File: src/sv/assert_macros.svh
// Concurrent assertion macros shared by the RTL.
`ifndef ASSERT_MACROS_SVH
`define ASSERT_MACROS_SVH

`ifndef SYNTHESIS
`define ASSERT_IMP(lbl, ante, cons) \
	lbl: assert property (@(posedge clk) disable iff (!arst_n) (ante) |-> (cons)) \
		else $error("assertion failed");
`define ASSERT_NEXT(lbl, ante, cons) \
	lbl: assert property (@(posedge clk) disable iff (!arst_n) (ante) |=> (cons)) \
		else $error("assertion failed");
`else
`define ASSERT_IMP(lbl, ante, cons)
`define ASSERT_NEXT(lbl, ante, cons)
`endif

`endif

File: src/sv/svcr_pkg.sv
// Types and constants of the SPI display memory command receiver.
package svcr_pkg;

	localparam int ADDR_BITS = 16;
	localparam int LEN_BITS  = 12;

	typedef enum logic [2:0] {
		PH_IDLE,
		PH_LEN_LOW,
		PH_DATA,
		PH_ADDR_HIGH,
		PH_ADDR_LOW,
		PH_VC_LOW
	} phase_t;

	typedef enum logic [3:0] {
		CMD_SEQ_WRITE = 4'h1,
		CMD_SET_ADDR  = 4'h2,
		CMD_SET_MODE  = 4'h3,
		CMD_READ_LINE = 4'h4
	} cmd_t;

	typedef logic [ADDR_BITS-1:0] addr_t;
	typedef logic [LEN_BITS-1:0]  len_t;

endpackage

File: src/sv/svcr_in_if.sv
// Request channel: received SPI byte and live line counter.
interface svcr_in_if;
	logic        valid;
	logic        ready;
	logic [7:0]  mosi_byte;
	logic [15:0] line_count;

	modport source (output valid, output mosi_byte, output line_count, input ready);
	modport sink   (input valid, input mosi_byte, input line_count, output ready);
endinterface

File: src/sv/svcr_out_if.sv
// Result channel: memory write, display mode and reply byte.
interface svcr_out_if;
	logic        valid;
	logic        ready;
	logic        mem_write;
	logic [15:0] mem_address;
	logic [7:0]  mem_data;
	logic [3:0]  screen_mode;
	logic [7:0]  reply_byte;

	modport source (output valid, output mem_write, output mem_address, output mem_data,
		output screen_mode, output reply_byte, input ready);
	modport sink   (input valid, input mem_write, input mem_address, input mem_data,
		input screen_mode, input reply_byte, output ready);
endinterface

File: src/sv/spi_vram_command_receiver.sv
// Top level of the SPI display memory command receiver.
`include "assert_macros.svh"

// One result per received byte. A request is registered on acceptance and
// decoded against the command state into the result register once that
// register is free or being drained, so one byte per cycle is sustained while
// the result side accepts. The input register and the result register are
// separate, so a request is taken while a result waits if the input register is empty.
module spi_vram_command_receiver
	import svcr_pkg::*;
(
	input  logic        clk,
	input  logic        arst_n,
	svcr_in_if.sink     rx,
	svcr_out_if.source  tx
);

	// input register
	logic        valid_s1;
	logic [7:0]  byte_s1;
	logic [15:0] line_s1;

	// command state
	phase_t      phase_q, phase_d;
	addr_t       wptr_q, wptr_d;
	len_t        left_q, left_d;
	logic [3:0]  len_hi_q, len_hi_d;
	logic [7:0]  addr_hi_q, addr_hi_d;
	logic [15:0] line_q, line_d;
	logic [3:0]  mode_q, mode_d;

	// result register
	logic        tx_valid_q;
	logic        wr_q, wr_d;
	logic [15:0] waddr_q, waddr_d;
	logic [7:0]  wdata_q, wdata_d;
	logic [7:0]  reply_q, reply_d;

	logic        adv;
	len_t        len_new, left_dec;
	addr_t       addr_new;
	cmd_t        cmd;

	assign adv      = !tx_valid_q || tx.ready;
	assign rx.ready = !valid_s1 || adv;

	assign cmd      = cmd_t'(byte_s1[3:0]);
	assign len_new  = {len_hi_q, byte_s1};
	assign left_dec = left_q - len_t'(1);
	assign addr_new = addr_t'({addr_hi_q, byte_s1});

	always_ff @(posedge clk or negedge arst_n) begin
		if (!arst_n) begin
			valid_s1 <= 1'b0;
		end else if (rx.ready) begin
			valid_s1 <= rx.valid;
		end
	end

	always_ff @(posedge clk) begin
		if (rx.ready && rx.valid) begin
			byte_s1 <= rx.mosi_byte;
			line_s1 <= rx.line_count;
		end
	end

	// next phase
	always_comb begin
		phase_d = PH_IDLE;
		case (phase_q)
			PH_LEN_LOW:   phase_d = (len_new == '0) ? PH_IDLE : PH_DATA;
			PH_DATA:      phase_d = (left_dec == '0) ? PH_IDLE : PH_DATA;
			PH_ADDR_HIGH: phase_d = PH_ADDR_LOW;
			PH_ADDR_LOW:  phase_d = PH_IDLE;
			PH_VC_LOW:    phase_d = PH_IDLE;
			default: begin
				case (cmd)
					CMD_SEQ_WRITE: phase_d = PH_LEN_LOW;
					CMD_SET_ADDR:  phase_d = PH_ADDR_HIGH;
					CMD_READ_LINE: phase_d = PH_VC_LOW;
					default:       phase_d = PH_IDLE;
				endcase
			end
		endcase
	end

	// datapath and result
	always_comb begin
		wptr_d    = wptr_q;
		left_d    = left_q;
		len_hi_d  = len_hi_q;
		addr_hi_d = addr_hi_q;
		line_d    = line_q;
		mode_d    = mode_q;
		wr_d      = 1'b0;
		waddr_d   = 16'(wptr_q);
		wdata_d   = 8'h00;
		reply_d   = 8'h00;
		case (phase_q)
			PH_LEN_LOW: left_d = len_new;
			PH_DATA: begin
				wr_d    = 1'b1;
				wdata_d = byte_s1;
				wptr_d  = wptr_q + addr_t'(1);
				left_d  = left_dec;
			end
			PH_ADDR_HIGH: addr_hi_d = byte_s1;
			PH_ADDR_LOW: begin
				wptr_d  = addr_new;
				waddr_d = 16'(addr_new);
			end
			PH_VC_LOW: reply_d = line_q[7:0];
			default: begin
				case (cmd)
					CMD_SEQ_WRITE: len_hi_d = byte_s1[7:4];
					CMD_SET_MODE:  mode_d   = byte_s1[7:4];
					CMD_READ_LINE: begin
						line_d  = line_s1;
						reply_d = line_s1[15:8];
					end
					default: ;
				endcase
			end
		endcase
	end

	always_ff @(posedge clk or negedge arst_n) begin
		if (!arst_n) begin
			phase_q    <= PH_IDLE;
			wptr_q     <= '0;
			left_q     <= '0;
			len_hi_q   <= '0;
			addr_hi_q  <= '0;
			line_q     <= '0;
			mode_q     <= '0;
			tx_valid_q <= 1'b0;
		end else if (adv) begin
			tx_valid_q <= valid_s1;
			if (valid_s1) begin
				phase_q   <= phase_d;
				wptr_q    <= wptr_d;
				left_q    <= left_d;
				len_hi_q  <= len_hi_d;
				addr_hi_q <= addr_hi_d;
				line_q    <= line_d;
				mode_q    <= mode_d;
			end
		end
	end

	always_ff @(posedge clk) begin
		if (adv && valid_s1) begin
			wr_q    <= wr_d;
			waddr_q <= waddr_d;
			wdata_q <= wdata_d;
			reply_q <= reply_d;
		end
	end

	assign tx.valid       = tx_valid_q;
	assign tx.mem_write   = wr_q;
	assign tx.mem_address = waddr_q;
	assign tx.mem_data    = wdata_q;
	assign tx.screen_mode = mode_q;
	assign tx.reply_byte  = reply_q;

	`ASSERT_IMP(a_data_has_count, phase_q == PH_DATA, left_q != '0)
	`ASSERT_IMP(a_write_no_reply, tx_valid_q && wr_q, reply_q == 8'h00)
	`ASSERT_NEXT(a_s1_held, valid_s1 && !adv, valid_s1)
	`ASSERT_NEXT(a_accept_loads, rx.valid && rx.ready, valid_s1)

endmodule

File: src/flat_wrapper.sv
// flat-port wrapper written by rule: the top's interface ports become plain ports
module spi_vram_command_receiver_flat import svcr_pkg::*;
  (clk, arst_n, rx_valid, rx_mosi_byte, rx_line_count, rx_ready, tx_valid, tx_mem_write, tx_mem_address, tx_mem_data, tx_screen_mode, tx_reply_byte, tx_ready);
  svcr_in_if rx_i ();
  svcr_out_if tx_i ();
  input  logic clk;
  input  logic arst_n;
  input wire logic [$bits(rx_i.valid)-1:0] rx_valid;
  input wire logic [$bits(rx_i.mosi_byte)-1:0] rx_mosi_byte;
  input wire logic [$bits(rx_i.line_count)-1:0] rx_line_count;
  output wire logic [$bits(rx_i.ready)-1:0] rx_ready;
  output wire logic [$bits(tx_i.valid)-1:0] tx_valid;
  output wire logic [$bits(tx_i.mem_write)-1:0] tx_mem_write;
  output wire logic [$bits(tx_i.mem_address)-1:0] tx_mem_address;
  output wire logic [$bits(tx_i.mem_data)-1:0] tx_mem_data;
  output wire logic [$bits(tx_i.screen_mode)-1:0] tx_screen_mode;
  output wire logic [$bits(tx_i.reply_byte)-1:0] tx_reply_byte;
  input wire logic [$bits(tx_i.ready)-1:0] tx_ready;
  assign rx_i.valid = rx_valid;
  assign rx_i.mosi_byte = rx_mosi_byte;
  assign rx_i.line_count = rx_line_count;
  assign rx_ready = rx_i.ready;
  assign tx_valid = tx_i.valid;
  assign tx_mem_write = tx_i.mem_write;
  assign tx_mem_address = tx_i.mem_address;
  assign tx_mem_data = tx_i.mem_data;
  assign tx_screen_mode = tx_i.screen_mode;
  assign tx_reply_byte = tx_i.reply_byte;
  assign tx_i.ready = tx_ready;
  spi_vram_command_receiver u_core (.clk(clk), .arst_n(arst_n), .rx(rx_i), .tx(tx_i));
endmodule
File: config.mk
export PLATFORM = sky130hd
export DESIGN_NAME = spi_vram_command_receiver_flat
export DESIGN_NICKNAME = d
export VERILOG_FILES = /design/src/sv/svcr_pkg.sv /design/src/sv/svcr_in_if.sv /design/src/sv/svcr_out_if.sv /design/src/sv/spi_vram_command_receiver.sv /design/src/flat_wrapper.sv
export VERILOG_INCLUDE_DIRS = /design/src /design/src/sv
export SDC_FILE = /design/constraint.sdc
export NUM_CORES = 1
export LEC_CHECK = 0
export BUFFER_PORTS_ARGS = -buffer_cell sky130_fd_sc_hd__clkbuf_2
export CAP_MARGIN = 0
export CORE_MARGIN = 2
export CORE_UTILIZATION = 40
export DETAILED_ROUTE_END_ITERATION = 8
export GPL_TIMING_DRIVEN = 0
export SLEW_MARGIN = 20
export SYNTH_ARGS = -nofsm -noshare
export SYNTH_HDL_FRONTEND = slang
export SYNTH_SLANG_ARGS = --single-unit
File: constraint.sdc
create_clock -name clk -period 3.8 [get_ports clk]
set_input_delay 0.19 -clock clk [delete_from_list [all_inputs] [get_ports clk]]
set_output_delay 0.19 -clock clk [all_outputs]
set_load 0.01 [all_outputs]
==> flow_summary_export.csv <==
group,metric,value,unit
place,gp_congestion,0.897,
timing,worst_pin_slew,0.967,ns
floorplan,die_h,118,um
floorplan,die_area,13900,um^2
finish,fillers,1085,
floorplan,initial_core_util,41.0,%
setup_path,critPathCaptureType,"flop",
logic_synthesis,yosysSeqAreaShare,60.4,%
grt,grt_pass1_vias,3996,
flow_run,cap_violations,0,
power,total_leakage_power,2.84,nW
logic_synthesis,ys_top_cells_by_count,"72 x nand2_1, 57 x dfrtp_1, 57 x edfxtp_1",
logic_synthesis,synth_edf_count,57,
place,hpwl,8.02,mm
timing,fmax,0.417,GHz
logic_synthesis,yosysWarnings,0,
detailed_routing,drt_first_pass_iters,5,
floorplan,fp-row-count,41,
logic_synthesis,synth_top_area_share,33.0,%
place,port_buffers,66,
finish,antenna_cells,0,
timing,setup_viol,0,
setup_path,crit_arrival,2.70,ns
floorplan,core,12700,um^2
timing,period_minus_slack,2.40,ns
power,vdd_drop_max,0.315,mV
timing,rsz0062_at_grt,"false",
cts,postCtsSetupBuffers,0,
timing,maxSlewHeadroom,35.4,%
logic_synthesis,yosysMostFrequentCell,"nand2_1",
cts,numCtsBuffers,17,
cts,clkTransAtPathRegs,0.05,ns
power,powerDensity,733,nW/um^2
finish,regArea,3140,um^2
timing,hold_violations,0,
logic_synthesis,yosys_most_used_dff,"edfxtp_1",
detailed_routing,dr_wl_met3,581,um
logic_synthesis,synth-seq-cells,114,
power,p_total,0.00486,W
setup_path,worstPathMaxFanout,39,
detailed_routing,antenna_left,0,
logic_synthesis,syn_area_per_cell,11.6,um^2
finish,multi_input_area,1930,um^2
detailed_routing,wl,12.4,mm
grt,grt_pass1_wl,20.5,mm
setup_path,setup.worst_path.start_class,"flop",
run_status,outcome,"finished, final reports clean",
setup_path,path_cells,"nand2b_1 > nand2_1 > inv_2 > nand4_1 > mux2_2",
logic_synthesis,synth_cell_types,58,
setup_path,worstSetupPathType,"reg2reg",
finish,area_growth,27.6,%
cts,cts_tree,"done",
grt,grt_max_degree,40,
detailed_routing,drc,0,
detailed_routing,wl_per_cell,16.6,um
timing,fin_crit_sh,63.1,%
finish,post_route_cells_drive_above_1_share,24.4,%
cts,clockBufferDepth,2,
setup_path,critical_path.max_stage_delay,0.73,ns
cts,root_buffer,"clkbuf_16",
cts,cts_num_sinks,114,
detailed_routing,viasPerCell,5.36,
floorplan,die_w,118,um
detailed_routing,dr_wl_met2,6.05,mm
grt,antenna_found_initial,0,
logic_synthesis,synth_area_leaders,"edfxtp_1 33%, dfrtp_1 27%, nand2_1 5.2%",
cts,cts_max_level,4,
detailed_routing,wirelength_met1,5.39,mm
detailed_routing,top_layer,"met4",
finish,num-nets-final,591,
floorplan,io_pins,67,
detailed_routing,via_count,3991,
setup_path,cpMaxStageDelayCell,"inv_2",
cts,worstSkewPairLatency,0.42,ns
grt,grt-ovfl-total,0,
timing,skew,0.00891,ns
logic_synthesis,netlist_instances,448,
timing,finalMaxSlewViolations,0,
timing,fin_tns_setup,0,ns
min_path,hp-class,"in2reg",
logic_synthesis,ys_async_sr_fraction,50.0,%
logic_synthesis,synth_fp_nets,479,
grt,grt_util_all_layers,19.0,%
logic_synthesis,yosysTopAreaCell,"edfxtp_1",
setup_path,crit_required,4.10,ns
logic_synthesis,netlist_area,5190,um^2
detailed_routing,drtIter0Drc,427,
[cells by family (layout without fill, tap and decap cells)]
family / after synthesis / in the layout / synth area share, %
and+or+nand+nor: 167 / 167 / 16.8
DFF: 114 / 114 / 60.4
AOI/OAI and AO/OA: 104 / 104 / 12.5
buffers and inverters: 29 / 154 / 2.53
muxes: 27 / 27 / 6.36
xor gates and xnor gates: 4 / 4 / 0.675
adders and majority gates: 3 / 3 / 0.723
[registers in the layout, summed over array words and instances, names as in the netlist]
signal and flops:
u_core.tx.reply_byte 8, u_core.tx.screen_mode 4, u_core.valid_s1 1, u_core.tx.mem_write 1, u_core.wptr_q 16, u_core.tx.valid 1
u_core.byte_s1 8, u_core.len_hi_q 4, u_core.tx.mem_address 16, u_core.left_q 12, u_core.tx.mem_data 8, u_core.line_q 8
u_core.line_s1 16, u_core.phase_q 3, u_core.addr_hi_q 8
[critical path, delay by kind of cell (launching register included)]
family        cells  cell delay, ns
simple gates      3            0.78
buf+inv           1            0.73
mux               1            0.37
flops             1            0.39
[repair_timing]
| action | CTS | global route |
|---|---|---|
| gates resized for setup | 0 | 0 |
| endpoints found under the setup margin | 0 | 0 |
| hold endpoints to repair | 51 | 0 |
| hold buffers | 26 | 0 |
[cell usage in the layout, fill, tap and decap left out, drive strengths merged, types with 5 or more instances in the layout]
master       instances
o22ai                8
and2                11
nor3                 8
mux2                24
o21ai               30
nand2b               6
dfrtp               57
dlygate4sd3         26
edfxtp              57
clkbuf             103
inv                  5
clkinv               6
nand3               14
nand2               73
nor2                19
a21oi               33
buf                 10
a22o                10
nand4                8
[final cells by class]
type                    count  share of cell area, %
flip-flops and latches    114                   47.4
clock inverters             9                   1.57
plain buffers              23                   1.64
clock buffers              23                   7.52
inverters                   6                  0.340
multi-input cells         305                   29.1
well taps                 172                   3.25
repair buffers             93                   9.25
[worst paths after layout]
| kind | depth (start not counted) | start | endpoint | slack [ns] |
|---|---|---|---|---|
| worst max-delay path | 5 | u_core.tx.valid | u_core.tx.screen_mode[0] | 1.40 |
| worst min-delay path | 3 | tx_ready | u_core.valid_s1 | 0.09 |
| worst max register to register | 5 | u_core.tx.valid | u_core.tx.screen_mode[0] | 1.40 |
| worst min register to register | 1 | u_core.line_s1[6] | u_core.line_q[6] | 0.48 |
| max in group asynchronous | 3 | arst_n | u_core.wptr_q[1] | 3.02 |
| min in group asynchronous | 2 | arst_n | u_core.line_q[6] | 0.26 |
[where the power goes]
part	internal, W	switching [W]	total, W
clock	0.00105	0.000546	0.00159
combinational	0.000570	0.000708	0.00128
sequential	0.00169	0.000299	0.00199
total	0.00330	0.00155	0.00486
[per-stage QoR]
stage | instances | instance area, um^2 | hold WS, ns | setup WS, ns | utilization, %
final | 745 | 6630 | 0.0867 | 1.40 | 52.3
after global routing | 745 | 6630 | 0.114 | 1.15 | 52.3
after CTS | 745 | 6620 | 0.0743 | 1.31 | 52.3
after detailed placement | 687 | 5760 | 0.180 | 1.33 | 45.5
after global placement | 686 | 5740 | 0.367 | 1.36 | 45.3
after floorplan | 448 | 5190 | -0.106 | 1.86 | -
[layer usage]
layer | track usage [%] | vias up
met2 | 30.2 | 125
met5 | 0 | -
met1 | 23.6 | 1966
met3 | 5.14 | 24
met4 | 10.2 | 0
li1 | - | 1876
No activity file was read; power rests on OpenSTA's default activity.
